[src/rtl/core/imu_complementary_tilt_filter_assert.svh]
// assertion macros for the tilt filter, clocked on clk, quiet during reset
`ifndef IMU_COMPLEMENTARY_TILT_FILTER_ASSERT_SVH
`define IMU_COMPLEMENTARY_TILT_FILTER_ASSERT_SVH

// condition implies consequence in the same cycle
`define CTF_ASSERT_IMPL(label, ante, cons, msg) \
    label: assert property (@(posedge clk) disable iff (!rst_n) (ante) |-> (cons)) \
        else $error(msg);

// condition implies consequence in the next cycle
`define CTF_ASSERT_NEXT(label, ante, cons, msg) \
    label: assert property (@(posedge clk) disable iff (!rst_n) (ante) |=> (cons)) \
        else $error(msg);

`endif

[src/rtl/core/ctf_pkg.sv]
`default_nettype none
package ctf_pkg;

    // datapath widths
    localparam int ACC_W    = 22;  // scaled acceleration, 2^-16 m/s^2
    localparam int RATE_W   = 29;  // scaled rate, 2^-24 rad/s
    localparam int ANG_W    = 29;  // cordic angle, 2^-24 rad
    localparam int ST_W     = 28;  // angle state, 2^-24 rad
    localparam int DIFF_W   = 30;
    localparam int MAG_W    = 16;  // magnitude of a raw word
    localparam int PROD_W   = 31;  // magnitude times the fractional gain
    localparam int DSR_W    = 18;
    localparam int QUO_W    = 28;
    localparam int QE_W     = 16;  // quotient of the fractional part
    localparam int RCP_W    = 15;
    localparam int EST_W    = 47;
    localparam int WHOLE_W  = 13;
    localparam int FRAC_W   = 16;
    localparam int ACC_SHIFT  = 31;
    localparam int RATE_SHIFT = 30;
    localparam int ROOT_W   = 22;
    localparam int RAD_W    = 10;
    localparam int CIN_W    = 31;
    localparam int ATAN_LEN = 24;
    localparam int ATAN_W   = 24;

    // scaling constants: gain/divisor split into a whole part and a remainder,
    // the remainder divided through a reciprocal of 2^shift/divisor
    localparam logic [WHOLE_W-1:0] ACCEL_WHOLE = 13'd39;
    localparam logic [FRAC_W-1:0]  ACCEL_FRAC  = 16'd54803;
    localparam logic [RCP_W-1:0]   ACCEL_RECIP = 15'd13152;
    localparam logic [DSR_W-1:0]   ACCEL_DIV   = 18'd163275;
    localparam logic [WHOLE_W-1:0] RATE_WHOLE  = 13'd4483;
    localparam logic [FRAC_W-1:0]  RATE_FRAC   = 16'd29638;
    localparam logic [RCP_W-1:0]   RATE_RECIP  = 15'd18267;
    localparam logic [DSR_W-1:0]   RATE_DIV    = 18'd58779;
    localparam logic signed [ANG_W-1:0] PI_Q   = 29'sd52707179;
    localparam logic signed [ST_W-1:0]  ANGLE_LIMIT = 28'sd67108864;

    typedef enum logic [3:0] {
        S_IDLE,
        S_MUL,
        S_DIV,
        S_DWAIT,
        S_SQY,
        S_SQZ,
        S_ROOT,
        S_RWAIT,
        S_CORP,
        S_CWAITP,
        S_CORR,
        S_CWAITR,
        S_DIFF,
        S_BMUL,
        S_BADD,
        S_DONE
    } state_t;

    typedef enum logic [2:0] {
        CH_AX,
        CH_AY,
        CH_AZ,
        CH_GX,
        CH_GY
    } chan_t;

    // arctangent of 2^-i in units of 2^-24 rad
    function automatic logic [ATAN_W-1:0] atan_lut(input logic [4:0] idx);
        logic [ATAN_W-1:0] v;
        begin
            unique case (idx)
                5'd0:    v = 24'd13176795;
                5'd1:    v = 24'd7778716;
                5'd2:    v = 24'd4110060;
                5'd3:    v = 24'd2086331;
                5'd4:    v = 24'd1047214;
                5'd5:    v = 24'd524117;
                5'd6:    v = 24'd262123;
                5'd7:    v = 24'd131069;
                5'd8:    v = 24'd65536;
                5'd9:    v = 24'd32768;
                5'd10:   v = 24'd16384;
                5'd11:   v = 24'd8192;
                5'd12:   v = 24'd4096;
                5'd13:   v = 24'd2048;
                5'd14:   v = 24'd1024;
                5'd15:   v = 24'd512;
                5'd16:   v = 24'd256;
                5'd17:   v = 24'd128;
                5'd18:   v = 24'd64;
                5'd19:   v = 24'd32;
                5'd20:   v = 24'd16;
                5'd21:   v = 24'd8;
                5'd22:   v = 24'd4;
                5'd23:   v = 24'd2;
                default: v = 24'd0;
            endcase
            return v;
        end
    endfunction

endpackage
`default_nettype wire

[src/rtl/core/ctf_isqrt.sv]
`default_nettype none
module ctf_isqrt
    import ctf_pkg::*;
(
    input  wire                clk,
    input  wire                rst_n,
    input  wire                start,
    input  wire [RAD_W-1:0]    radicand,
    output logic               done,
    output logic [ROOT_W-1:0]  root
);

    localparam int SQ_W = 44;
    localparam logic [4:0] SQ_STEPS = 5'd22;

    logic [SQ_W-1:0] v_reg;
    logic [SQ_W-1:0] root_reg;
    logic [SQ_W-1:0] bit_reg;
    logic [4:0]      cnt_reg;
    logic            busy_reg;
    logic            done_reg;

    logic [SQ_W-1:0] trial;
    logic            ge;

    assign trial = root_reg + bit_reg;
    assign ge    = (v_reg >= trial);

    // control
    always_ff @(posedge clk or negedge rst_n)
    begin
        if (!rst_n)
        begin
            busy_reg <= 1'b0;
            done_reg <= 1'b0;
            cnt_reg  <= 5'd0;
        end
        else
        begin
            done_reg <= 1'b0;
            if (start)
            begin
                busy_reg <= 1'b1;
                cnt_reg  <= SQ_STEPS;
            end
            else if (busy_reg)
            begin
                cnt_reg <= cnt_reg - 5'd1;
                if (cnt_reg == 5'd1)
                begin
                    busy_reg <= 1'b0;
                    done_reg <= 1'b1;
                end
            end
        end
    end

    // digit-by-digit root, two radicand bits a step
    always_ff @(posedge clk)
    begin
        if (start)
        begin
            v_reg    <= {{(SQ_W-RAD_W-32){1'b0}}, radicand, 32'd0};
            root_reg <= '0;
            bit_reg  <= {{(SQ_W-43){1'b0}}, 1'b1, 42'd0};
        end
        else if (busy_reg)
        begin
            v_reg    <= ge ? (v_reg - trial) : v_reg;
            root_reg <= ge ? ((root_reg >> 1) + bit_reg) : (root_reg >> 1);
            bit_reg  <= bit_reg >> 2;
        end
    end

    assign done = done_reg;
    assign root = root_reg[ROOT_W-1:0];

endmodule
`default_nettype wire

[config.mk]
export PLATFORM = sky130hd
export DESIGN_NAME = ctf_isqrt
export DESIGN_NICKNAME = d
export VERILOG_FILES = /design/src/rtl/core/imu_complementary_tilt_filter_assert.svh /design/src/rtl/core/ctf_pkg.sv /design/src/rtl/core/ctf_isqrt.sv
export SDC_FILE = /design/constraint.sdc
export NUM_CORES = 1
export LEC_CHECK = 0
export ABC_CLOCK_PERIOD_IN_PS = 14890
export CORE_ASPECT_RATIO = 1.5
export CORE_MARGIN = 2
export CORE_UTILIZATION = 65
export DETAILED_ROUTE_END_ITERATION = 12
export DONT_BUFFER_PORTS = 1
export PLACE_DENSITY = 0.81
export SYNTH_ARGS = -nofsm -noshare
export SYNTH_HDL_FRONTEND = slang
export SYNTH_SLANG_ARGS = --single-unit
[constraint.sdc]
create_clock -name clk -period 14.89 [get_ports clk]
set_clock_uncertainty 0.05 [all_clocks]
set_input_delay 1.489 -clock clk [delete_from_list [all_inputs] [get_ports clk]]
set_output_delay 1.489 -clock clk [all_outputs]
set_load 0.01 [all_outputs]
==> results.py <==
metrics = {
    "outcome": {
        "outcome": "complete, no violations",
    },
    "yosys": {
        "ys_types": 74,
        "yosys_most_used_dff": "dfxtp_1",
        "ys_seq_elements": 117,
        "avgSynthCellArea_sq_um": 7.63,
        "ys_warn_count": 0,
        "syn_area_sq_um": 10200,
        "synth_most_common_cell": "nand2_1",
        "synth_common_cells": "nand2_1, nor2_1, a21oi_1",
        "synth_edf_count": 10,
        "yosys-top-cells-area": "dfxtp_1, ha_1, nand2_1, a21oi_1, nor2_1",
        "syn-num-nets": 1449,
        "synth_top_area_share_pct": 19.5,
        "synthArstFlopShare_pct": 5.98,
        "synth_cells": 1343,
        "yosys.area.top_type": "dfxtp_1",
        "ys_seq_area_share_pct": 24.2,
    },
    "placed_design": {
        "hpwl_mm": 19.1,
        "place.gp.congestion": 0.967,
        "post-place-cells": 1446,
        "port-buffer-count": 0,
    },
    "cts": {
        "clock-sinks": 117,
        "post_cts_buffers": 0,
        "insertion_delay_ns": 0.44,
        "hold_buffers": 0,
        "cts_tree": "done",
        "root_buffer": "clkbuf_16",
        "cts_buffers": 17,
        "ctsResizeCount": 0,
        "cts_buffer_depth": 2,
        "clk_pin_slew_ns": 0.06,
        "ctsHtreeMaxLevel": 4,
    },
    "die": {
        "rows": 56,
        "fp.dieW_microns": 107,
        "design.die.area_sq_um": 16800,
        "start_util_pct": 65.9,
        "core_sq_um": 15600,
        "ios": 36,
        "fp.dieH_microns": 158,
    },
    "pwr": {
        "powerDensity_nw_per_um2": 200,
        "worst_ir_drop_vdd_mv": 0.101,
        "leakage_nw": 4.39,
    },
    "cells_and_area": {
        "layout.cells.non_filler": 1478,
        "fillers": 1370,
        "final_layout_size_suffix_gt1_share_pct": 4.63,
        "fin_util_pct": 68.2,
        "num_antenna_cells": 0,
        "syn2layout_area_growth_pct": 3.59,
        "nets": 1368,
    },
    "drt": {
        "num_vias": 9623,
        "routed_wl_mm": 27.0,
        "drc": 0,
        "drt-pass1-iter-count": 5,
        "drt-wirelength-per-cell_microns": 18.3,
        "vias_per_cell": 6.51,
        "ant_nets": 0,
        "drtIter0Drc": 641,
    },
    "global_routing": {
        "grt_pass1_vias": 9204,
        "grt_pass1_wl_mm": 44.3,
        "track_usage_pct": 32.6,
        "grt_overflow": 0,
        "antenna_found_initial": 0,
        "grt_max_degree": 117,
    },
    "timing": {
        "relSlewSlack_pct": 23.2,
        "fin_crit_sh_pct": 41.9,
        "fin_setup_tns_ns": 0,
        "worst_pin_slew_ns": 1.15,
        "rsz0062_at_grt": "no",
        "fin_crit_ns": 6.24,
        "setup_viol_count_final": 0,
        "slew_violations": 0,
        "max_freq_ghz": 0.160,
        "hold_viol_final": 0,
    },
    "critical_path": {
        "end_kind": "flip-flop",
        "ff2ff_path_depth": 20,
        "r2r_slack_ns": 8.65,
        "endpoint": "v_reg[34]",
        "critPathLaunchType": "flip-flop",
        "crit_path_start": "root_reg[20]",
        "worst-path-max-fanout": 46,
        "r2r-start": "root_reg[20]",
        "worstReg2RegEnd": "v_reg[34]",
        "crit_type": "flip-flop to flip-flop",
        "worstPathRequired_ns": 14.93,
        "crit_arrival_ns": 6.27,
    },
    "worst_hold_path": {
        "min_path_cells": 2,
        "hp-class": "flip-flop to flip-flop",
    },
    "flow_run": {
        "drv_cap": 0,
    },
}
-- placed cells by master (no fill, tap or decap), types with 25 or more instances in the layout --
cell / count
nand2_1: 183
nor2_1: 124
a21oi_1: 108
dfxtp_1: 100
ha_1: 92
o21ai_0: 67
xnor2_1: 52
xor2_1: 52
a31oi_1: 34
nand3_1: 33
nand4_1: 25
-- kinds of logic after synthesis --
group / share of synthesized area [%]
AOI/OAI and AO/OA: 26.0
adders and majority gates: 11.4
xor gates and xnor gates: 8.89
muxes: 2.45
and+or+nand+nor: 21.2
DFF: 24.2
buffers and inverters: 5.84
-- routing by layer --
layer,track usage [%],share of wire (%),up-vias
met5,0,0,-
met4,17.1,4.3,0
met3,4.69,5.4,86
met2,54.7,47,325
met1,40.5,43,4492
li1,-,-,4720
-- power by group --
part / total [W] / internal, W / switching (W)
Clock: 0.000410 / 0.000245 / 0.000165
Sequential: 0.000442 / 0.000374 / 0.0000678
Combinational: 0.00127 / 0.000499 / 0.000770
-- critical path: stages (launching register included) --
cell and delay (ns):
dfxtp_1 0.43, ha_1 0.42, nand4_1 0.15, nor4_1 0.24, or3b_1 0.37, a21oi_1 0.15, o21ai_1 0.14, a211o_1 0.34
a211o_1 0.34, a21boi_1 0.18, xnor2_1 0.09, ha_1 0.47, nand3_1 0.18, nor3_1 0.25, nand2b_1 0.14, o21ai_0 0.15
a21o_1 0.21, buf_4 0.28, nor2_4 0.72, nor2_1 0.19, inv_1 0.38
-- worst min-delay path by stage --
| stage | start | to |
|---|---|---|
| floorplan | v_reg[10] | v_reg[10] |
| global placement | v_reg[31] | v_reg[31] |
| detailed placement | v_reg[20] | v_reg[20] |
| CTS | v_reg[20] | v_reg[20] |
| global route | v_reg[20] | v_reg[20] |
| finish | v_reg[10] | v_reg[10] |
-- per-stage QoR --
| stage | area (sq um) | worst slack, ns | total power [W] | hold WS (ns) |
|---|---|---|---|---|
| 2_1_floorplan | 10200 | 10.09 | 0.00145 | 0.386 |
| 3_3_place_gp | 10000 | 8.79 | 0.00167 | 0.388 |
| 3_5_place_dp | 10000 | 8.71 | 0.00168 | 0.396 |
| 4_1_cts | 10600 | 8.68 | 0.00210 | 0.405 |
| 5_1_grt | 10600 | 8.10 | 0.00227 | 0.424 |
| 6_report | 10600 | 8.65 | 0.00212 | 0.407 |
-- area by class of cell --
| class | count | area (sq um) | area share, % |
|---|---|---|---|
| clock buffers | 19 | 464 | 4.37 |
| well taps | 203 | 254 | 2.39 |
| inverters | 24 | 90.1 | 0.849 |
| multi-input cells | 1099 | 7180 | 67.6 |
| flip-flops and latches | 117 | 2480 | 23.4 |
| repair buffers | 3 | 22.5 | 0.212 |
| clock inverters | 13 | 124 | 1.17 |
Power figures use the tool's default switching activity.
