`src/rtl/core/imu_complementary_tilt_filter_assert.svh`:
```
// assertion macros for the tilt filter, clocked on clk, quiet during reset
`ifndef IMU_COMPLEMENTARY_TILT_FILTER_ASSERT_SVH
`define IMU_COMPLEMENTARY_TILT_FILTER_ASSERT_SVH

// condition implies consequence in the same cycle
`define CTF_ASSERT_IMPL(label, ante, cons, msg) \
    label: assert property (@(posedge clk) disable iff (!rst_n) (ante) |-> (cons)) \
        else $error(msg);

// condition implies consequence in the next cycle
`define CTF_ASSERT_NEXT(label, ante, cons, msg) \
    label: assert property (@(posedge clk) disable iff (!rst_n) (ante) |=> (cons)) \
        else $error(msg);

`endif

```
`src/rtl/core/ctf_pkg.sv`:
```
`default_nettype none
package ctf_pkg;

    // datapath widths
    localparam int ACC_W    = 22;  // scaled acceleration, 2^-16 m/s^2
    localparam int RATE_W   = 29;  // scaled rate, 2^-24 rad/s
    localparam int ANG_W    = 29;  // cordic angle, 2^-24 rad
    localparam int ST_W     = 28;  // angle state, 2^-24 rad
    localparam int DIFF_W   = 30;
    localparam int MAG_W    = 16;  // magnitude of a raw word
    localparam int PROD_W   = 31;  // magnitude times the fractional gain
    localparam int DSR_W    = 18;
    localparam int QUO_W    = 28;
    localparam int QE_W     = 16;  // quotient of the fractional part
    localparam int RCP_W    = 15;
    localparam int EST_W    = 47;
    localparam int WHOLE_W  = 13;
    localparam int FRAC_W   = 16;
    localparam int ACC_SHIFT  = 31;
    localparam int RATE_SHIFT = 30;
    localparam int ROOT_W   = 22;
    localparam int RAD_W    = 10;
    localparam int CIN_W    = 31;
    localparam int ATAN_LEN = 24;
    localparam int ATAN_W   = 24;

    // scaling constants: gain/divisor split into a whole part and a remainder,
    // the remainder divided through a reciprocal of 2^shift/divisor
    localparam logic [WHOLE_W-1:0] ACCEL_WHOLE = 13'd39;
    localparam logic [FRAC_W-1:0]  ACCEL_FRAC  = 16'd54803;
    localparam logic [RCP_W-1:0]   ACCEL_RECIP = 15'd13152;
    localparam logic [DSR_W-1:0]   ACCEL_DIV   = 18'd163275;
    localparam logic [WHOLE_W-1:0] RATE_WHOLE  = 13'd4483;
    localparam logic [FRAC_W-1:0]  RATE_FRAC   = 16'd29638;
    localparam logic [RCP_W-1:0]   RATE_RECIP  = 15'd18267;
    localparam logic [DSR_W-1:0]   RATE_DIV    = 18'd58779;
    localparam logic signed [ANG_W-1:0] PI_Q   = 29'sd52707179;
    localparam logic signed [ST_W-1:0]  ANGLE_LIMIT = 28'sd67108864;

    typedef enum logic [3:0] {
        S_IDLE,
        S_MUL,
        S_DIV,
        S_DWAIT,
        S_SQY,
        S_SQZ,
        S_ROOT,
        S_RWAIT,
        S_CORP,
        S_CWAITP,
        S_CORR,
        S_CWAITR,
        S_DIFF,
        S_BMUL,
        S_BADD,
        S_DONE
    } state_t;

    typedef enum logic [2:0] {
        CH_AX,
        CH_AY,
        CH_AZ,
        CH_GX,
        CH_GY
    } chan_t;

    // arctangent of 2^-i in units of 2^-24 rad
    function automatic logic [ATAN_W-1:0] atan_lut(input logic [4:0] idx);
        logic [ATAN_W-1:0] v;
        begin
            unique case (idx)
                5'd0:    v = 24'd13176795;
                5'd1:    v = 24'd7778716;
                5'd2:    v = 24'd4110060;
                5'd3:    v = 24'd2086331;
                5'd4:    v = 24'd1047214;
                5'd5:    v = 24'd524117;
                5'd6:    v = 24'd262123;
                5'd7:    v = 24'd131069;
                5'd8:    v = 24'd65536;
                5'd9:    v = 24'd32768;
                5'd10:   v = 24'd16384;
                5'd11:   v = 24'd8192;
                5'd12:   v = 24'd4096;
                5'd13:   v = 24'd2048;
                5'd14:   v = 24'd1024;
                5'd15:   v = 24'd512;
                5'd16:   v = 24'd256;
                5'd17:   v = 24'd128;
                5'd18:   v = 24'd64;
                5'd19:   v = 24'd32;
                5'd20:   v = 24'd16;
                5'd21:   v = 24'd8;
                5'd22:   v = 24'd4;
                5'd23:   v = 24'd2;
                default: v = 24'd0;
            endcase
            return v;
        end
    endfunction

endpackage
`default_nettype wire

```
`src/rtl/core/ctf_div.sv`:
```
`default_nettype none
module ctf_div
    import ctf_pkg::*;
(
    input  wire               clk,
    input  wire               rst_n,
    input  wire               start,
    input  wire [MAG_W-1:0]   mag,
    input  wire               acc_sel,
    output logic              done,
    output logic [QUO_W-1:0]  quotient
);

    localparam logic [1:0] LAST_PHASE = 2'd2;

    logic [1:0]        phase_reg;
    logic              busy_reg;
    logic              done_reg;
    logic              acc_reg;
    logic [PROD_W-1:0] p_reg;
    logic [QUO_W-1:0]  base_reg;
    logic [QE_W-1:0]   qe_reg;
    logic [PROD_W-1:0] back_reg;
    logic [QUO_W-1:0]  quo_reg;

    logic [WHOLE_W-1:0] whole_gain;
    logic [FRAC_W-1:0]  frac_gain;
    logic [31:0]        p_full;
    logic [31:0]        base_full;
    logic [RCP_W-1:0]   recip;
    logic [DSR_W-1:0]   dsr;
    logic [EST_W-1:0]   est_full;
    logic [QE_W-1:0]    qe_next;
    logic [33:0]        back_full;
    logic [PROD_W:0]    rem;
    logic               fix;

    // whole part of the gain and the remainder that still needs dividing
    assign whole_gain = acc_sel ? ACCEL_WHOLE : RATE_WHOLE;
    assign frac_gain  = acc_sel ? ACCEL_FRAC : RATE_FRAC;
    assign p_full     = 32'(mag) * 32'(frac_gain);
    assign base_full  = 32'(mag) * 32'(whole_gain);

    // reciprocal estimate, low by at most one, then one compare and correct
    assign recip     = acc_reg ? ACCEL_RECIP : RATE_RECIP;
    assign dsr       = acc_reg ? ACCEL_DIV : RATE_DIV;
    assign est_full  = EST_W'(p_reg) * EST_W'(recip);
    assign qe_next   = acc_reg ? est_full[ACC_SHIFT +: QE_W] : est_full[RATE_SHIFT +: QE_W];
    assign back_full = 34'(qe_reg) * 34'(dsr);
    assign rem       = {1'b0, p_reg} - {1'b0, back_reg};
    assign fix       = (rem >= (PROD_W+1)'(dsr));

    // control
    always_ff @(posedge clk or negedge rst_n)
    begin
        if (!rst_n)
        begin
            busy_reg  <= 1'b0;
            done_reg  <= 1'b0;
            phase_reg <= 2'd0;
        end
        else
        begin
            done_reg <= 1'b0;
            if (start)
            begin
                busy_reg  <= 1'b1;
                phase_reg <= 2'd0;
            end
            else if (busy_reg)
            begin
                phase_reg <= phase_reg + 2'd1;
                if (phase_reg == LAST_PHASE)
                begin
                    busy_reg <= 1'b0;
                    done_reg <= 1'b1;
                end
            end
        end
    end

    // estimate, back product, corrected sum
    always_ff @(posedge clk)
    begin
        if (start)
        begin
            acc_reg  <= acc_sel;
            p_reg    <= p_full[PROD_W-1:0];
            base_reg <= base_full[QUO_W-1:0];
        end
        else if (busy_reg)
        begin
            if (phase_reg == 2'd0)
                qe_reg <= qe_next;
            else if (phase_reg == 2'd1)
                back_reg <= back_full[PROD_W-1:0];
            else
                quo_reg <= base_reg + QUO_W'(qe_reg) + QUO_W'(fix);
        end
    end

    assign done     = done_reg;
    assign quotient = quo_reg;

endmodule
`default_nettype wire

```
`config.mk`:
```
export PLATFORM = sky130hd
export DESIGN_NAME = ctf_div
export DESIGN_NICKNAME = d
export VERILOG_FILES = /design/src/rtl/core/imu_complementary_tilt_filter_assert.svh /design/src/rtl/core/ctf_pkg.sv /design/src/rtl/core/ctf_div.sv
export SDC_FILE = /design/constraint.sdc
export NUM_CORES = 2
export LEC_CHECK = 0
export CAP_MARGIN = 20
export CORE_MARGIN = 2
export CORE_UTILIZATION = 30
export CTS_CLUSTER_DIAMETER = 40
export DETAILED_ROUTE_END_ITERATION = 8
export DONT_BUFFER_PORTS = 1
export GPL_TIMING_DRIVEN = 0
export HOLD_SLACK_MARGIN = 0.06
export PLACE_DENSITY = 0.42
export SYNTH_ARGS = -nofsm -noshare
export SYNTH_HDL_FRONTEND = slang
export SYNTH_SLANG_ARGS = --single-unit
```
`constraint.sdc`:
```
create_clock -name clk -period 16.7 [get_ports clk]
set_clock_uncertainty 0.15 [all_clocks]
set_input_delay 5.01 -clock clk [delete_from_list [all_inputs] [get_ports clk]]
set_output_delay 5.01 -clock clk [all_outputs]
set_load 0.01 [all_outputs]
```
==> impl_results.html <==
<table>
<tr><th>Metric</th><th>Value</th></tr>
<tr><th colspan="2">Clock network</th></tr>
<tr><td>TritonCTS clock tree</td><td>done</td></tr>
<tr><td>Cell at the root of the clock tree</td><td>clkbuf_16</td></tr>
<tr><td>Clock Sinks</td><td>139</td></tr>
<tr><td>Max Buffers Root-to-Sink</td><td>2</td></tr>
<tr><td>Number of buffers added for setup after CTS</td><td>0</td></tr>
<tr><td>Hold-fix buffer count after cts</td><td>0</td></tr>
<tr><td>Number of gates resized after cts</td><td>0</td></tr>
<tr><td>TritonCTS Buffers</td><td>17</td></tr>
<tr><td>CTS HTree Levels</td><td>4</td></tr>
<tr><td>CTS clk-pin slew, worst paths</td><td>~0.07 ns</td></tr>
<tr><td>Clock latency reported for the late side of the worst-skew pair</td><td>approximately 0.47 ns</td></tr>
<tr><th colspan="2">Worst setup path</th></tr>
<tr><td>Critical path startpoint category</td><td>input port</td></tr>
<tr><td>Delay-heaviest family, CP</td><td>adder cells</td></tr>
<tr><td>Worst path bufs/invs</td><td>4</td></tr>
<tr><td>Critical path data required time</td><td>16.76 ns</td></tr>
<tr><td>Crit path kind</td><td>in -&gt; reg</td></tr>
<tr><td>Library cell contributing the largest single delay on the critical path</td><td>nor2_1</td></tr>
<tr><td>Crit-path max FO</td><td>10</td></tr>
<tr><td>Most used cell, CP</td><td>fa_1</td></tr>
<tr><td>Arrival time of the worst setup path</td><td>11.70 ns</td></tr>
<tr><td>CP peak stage delay</td><td>0.88 ns</td></tr>
<tr><td>Chain of cells forming the critical path</td><td>clkbuf_1, clkbuf_1, nor2_1, fa_1, fa_1, inv_1, fa_1, fa_1, fa_1, inv_1, fa_1, ha_1, a211oi_1, o211ai_1, nand2_1, o21ai_0, a21oi_1, a21boi_0, a21bo_2, o41ai_1, xnor2_1</td></tr>
<tr><td>Kind of end point of the critical path</td><td>flop</td></tr>
<tr><th colspan="2">Global routing</th></tr>
<tr><td>Wire length of the first global-routing pass</td><td>149.6 mm</td></tr>
<tr><td>Largest net degree at the start of global routing</td><td>68</td></tr>
<tr><td>Global-route met2 utilization</td><td>27.84%</td></tr>
<tr><td>Number of antenna violations at the first check in global routing</td><td>1</td></tr>
<tr><td>All-layer global routing usage</td><td>16.40%</td></tr>
<tr><td>Total congestion overflow after global routing</td><td>0</td></tr>
<tr><td>Most used routing layer in global routing</td><td>met2</td></tr>
<tr><td>Global routing usage on met3</td><td>2.594%</td></tr>
<tr><td>Number of global-route vias before repair</td><td>25,860</td></tr>
<tr><td>GRT met1 Usage</td><td>between 20% and 30%</td></tr>
<tr><th colspan="2">Logic synthesis</th></tr>
<tr><td>Warning count from the yosys run</td><td>0</td></tr>
<tr><td>Synthesized-area fraction occupied by xor and xnor cells</td><td>under 10%</td></tr>
<tr><td>Number of synthesized flops with an enable pin</td><td>~140</td></tr>
<tr><td>Register area share after synthesis</td><td>a little under an eighth</td></tr>
<tr><td>Synth Area in Adders</td><td>between 50% and 60%</td></tr>
<tr><td>Async SR Flop Fraction</td><td>~2.9%</td></tr>
<tr><td>Post-synthesis simple-gate area fraction</td><td>between 8 and 9%</td></tr>
<tr><td>Mux cell area share after synthesis</td><td>0.4236%</td></tr>
<tr><td>Dominant combinational cell family by area after synthesis</td><td>adder cells</td></tr>
<tr><td>Synth Register Bits</td><td>139</td></tr>
<tr><td>Yosys cell types</td><td>87</td></tr>
<tr><td>Area fraction in compound gates after synthesis</td><td>7.913%</td></tr>
<tr><td>Most used flip-flop cell after synthesis</td><td>edfxtp_1</td></tr>
<tr><td>Number of instances in the synthesized netlist</td><td>roughly 3,600</td></tr>
<tr><td>Synthesized cell area</td><td>35,150 µm²</td></tr>
<tr><td>Synth Area per Inst</td><td>about 9.7 µm²</td></tr>
<tr><th colspan="2">Floorplanning</th></tr>
<tr><td>Cell row count</td><td>125</td></tr>
<tr><td>Initial standard-cell utilization of the core</td><td>30.25%</td></tr>
<tr><td>Die outline width</td><td>346.3 µm</td></tr>
<tr><td>Total die area</td><td>119,900 µm²</td></tr>
<tr><td>I/O pin cnt</td><td>between 40 and 50</td></tr>
<tr><td>Standard cell core area</td><td>116,200 µm²</td></tr>
<tr><td>Die height</td><td>346.3 µm</td></tr>
<tr><th colspan="2">Job</th></tr>
<tr><td>Max capacitance violation total</td><td>0</td></tr>
<tr><th colspan="2">STA</th></tr>
<tr><td>Setup repair after global routing missed its margin</td><td>no</td></tr>
<tr><td>Worst-Margin Slew</td><td>1.117 ns</td></tr>
<tr><td>Crit share post-route</td><td>69.71%</td></tr>
<tr><td>Timing-limited maximum frequency</td><td>85.90 MHz</td></tr>
<tr><td>Max Transition Viols Final</td><td>0</td></tr>
<tr><td>Final setup viols</td><td>0</td></tr>
<tr><td>Number of endpoints with negative hold slack in the final report</td><td>0</td></tr>
<tr><td>Final setup TNS</td><td>0 ns</td></tr>
<tr><td>Minimum clock period</td><td>~12 ns</td></tr>
<tr><td>Normalized max-slew margin</td><td>25.28%</td></tr>
<tr><th colspan="2">Route</th></tr>
<tr><td>Number of design rule violations left after detail routing</td><td>0</td></tr>
<tr><td>Routed via count divided by cell count</td><td>4.556</td></tr>
<tr><td>Wirelength per Cell</td><td>18.19 µm</td></tr>
<tr><td>Total number of vias</td><td>about 24,000</td></tr>
<tr><td>First-pass iteration count of the detailed router</td><td>5</td></tr>
<tr><td>Wire length reported by the detailed router</td><td>about 95 mm</td></tr>
<tr><td>Final ANT Viol Nets</td><td>0</td></tr>
<tr><td>DRT iter0 DRCs</td><td>1,270</td></tr>
<tr><th colspan="2">Placed design</th></tr>
<tr><td>GP Congestion</td><td>0.8611</td></tr>
<tr><td>Total of buffers placed on input and output ports</td><td>0</td></tr>
<tr><td>Post-DP HPWL</td><td>83.12 mm</td></tr>
<tr><th colspan="2">Cells and area</th></tr>
<tr><td>Highest-count cells in the layout ignoring fill and taps</td><td>1,033 x inv_1, 660 x ha_1, 585 x fa_1</td></tr>
<tr><td>Commonest non-fill, non-tap cell in the layout</td><td>inv_1</td></tr>
<tr><td>Area delta synth-&gt;final</td><td>7.981%</td></tr>
<tr><td>Fraction of final layout cells with drive strength greater than 1</td><td>2.864%</td></tr>
<tr><td>Final net count</td><td>4,953</td></tr>
<tr><th colspan="2">Min path</th></tr>
<tr><td>Class of the worst hold path</td><td>reg -&gt; reg</td></tr>
<tr><th colspan="2">Run status</th></tr>
<tr><td>Run status</td><td>finished, final reports clean</td></tr>
</table>
## cells by family after synthesis
logic type / after synthesis
adder cells (fa/ha/maj): 1245
buffers and inverters: 1105
AND/OR/NAND/NOR: 590
AO/OA/AOI/OAI: 407
flip-flops: 139
XOR/XNOR: 126
multiplexers: 14
other: 2
## through the flow
| stage | setup slack, ns | cell area, µm² | hold WS, ns | utilization (%) | instances |
|---|---|---|---|---|---|
| floorplan | 5.717 | 35240 | 0.3625 | - | 3652 |
| global placement | 4.362 | 37150 | 0.3879 | 31.97 | 5176 |
| detailed placement | 4.486 | 37340 | 0.3972 | 32.13 | 5192 |
| CTS | 4.993 | 37940 | 0.4117 | 32.65 | 5224 |
| global route | 4.714 | 37950 | 0.4404 | 32.66 | 5225 |
| finish | 5.058 | 37960 | 0.4084 | 32.66 | 5226 |
## area by class of cell
| cell class | count | area (µm²) |
|---|---|---|
| antenna | 1 | 2.502 |
| buffer | 72 | 275.3 |
| clock buffer | 17 | 425.4 |
| clock inverter | 15 | 175.2 |
| fill | 12170 | 78250 |
| inverter | 1033 | 3877 |
| multi-input combinational | 2408 | 26950 |
| sequential | 139 | 4154 |
| tap | 1524 | 1907 |
| timing repair buffer | 17 | 183.9 |
## Yosys cell counts, drive strengths merged, types with 11 or more instances
| master | instances | area, µm² |
|---|---|---|
| a31oi | 17 | 106.4 |
| nand3 | 39 | 195.2 |
| fa | 585 | 11710 |
| and3 | 31 | 193.9 |
| clkbuf | 64 | 240.2 |
| o21ai | 69 | 352.8 |
| o21a | 17 | 127.6 |
| a21o | 52 | 390.4 |
| inv | 1033 | 3877 |
| nand4 | 11 | 68.82 |
| nor2 | 127 | 476.7 |
| edfxtp | 135 | 4054 |
| and2 | 38 | 237.7 |
| xor2 | 42 | 367.9 |
| or2 | 17 | 106.4 |
| a21oi | 117 | 589.3 |
| nor2b | 25 | 156.4 |
| a211oi | 27 | 207.7 |
| ha | 660 | 8258 |
| o21bai | 13 | 97.59 |
| nand2b | 15 | 93.84 |
| or3 | 14 | 87.58 |
| xnor2 | 84 | 735.7 |
| nor3 | 35 | 175.2 |
| o211ai | 15 | 117.6 |
| nand2 | 203 | 762.0 |
## per-layer routing
layer,vias up,wire length [µm]
li1,11560,-
met1,11930,44920
met2,276,45490
met3,45,3569
met4,0,1104
met5,-,0
## final timing paths
kind,from,end,slack [ns],cells past startpoint
hold reg to reg,phase_reg[1],phase_reg[1],0.41,2
min in group asynchronous,rst_n,phase_reg[0],4.08,0
setup / recovery,acc_sel,p_reg[30],5.06,21
max in group asynchronous,rst_n,phase_reg[1],12.24,0
setup reg to reg,acc_reg,qe_reg[13],7.50,25
hold / removal,phase_reg[1],phase_reg[1],0.41,2
## tightest hold or removal path: cells and delay by family (launching register included)
| family | cells | cell delay, ns |
|---|---|---|
| muxes | 1 | 0.08 |
| and+or+nand+nor | 1 | 0.08 |
| DFF | 1 | 0.37 |
Power is not shown: default switching activity piles up to over one toggle a cycle in this logic, so the estimate is an artifact.
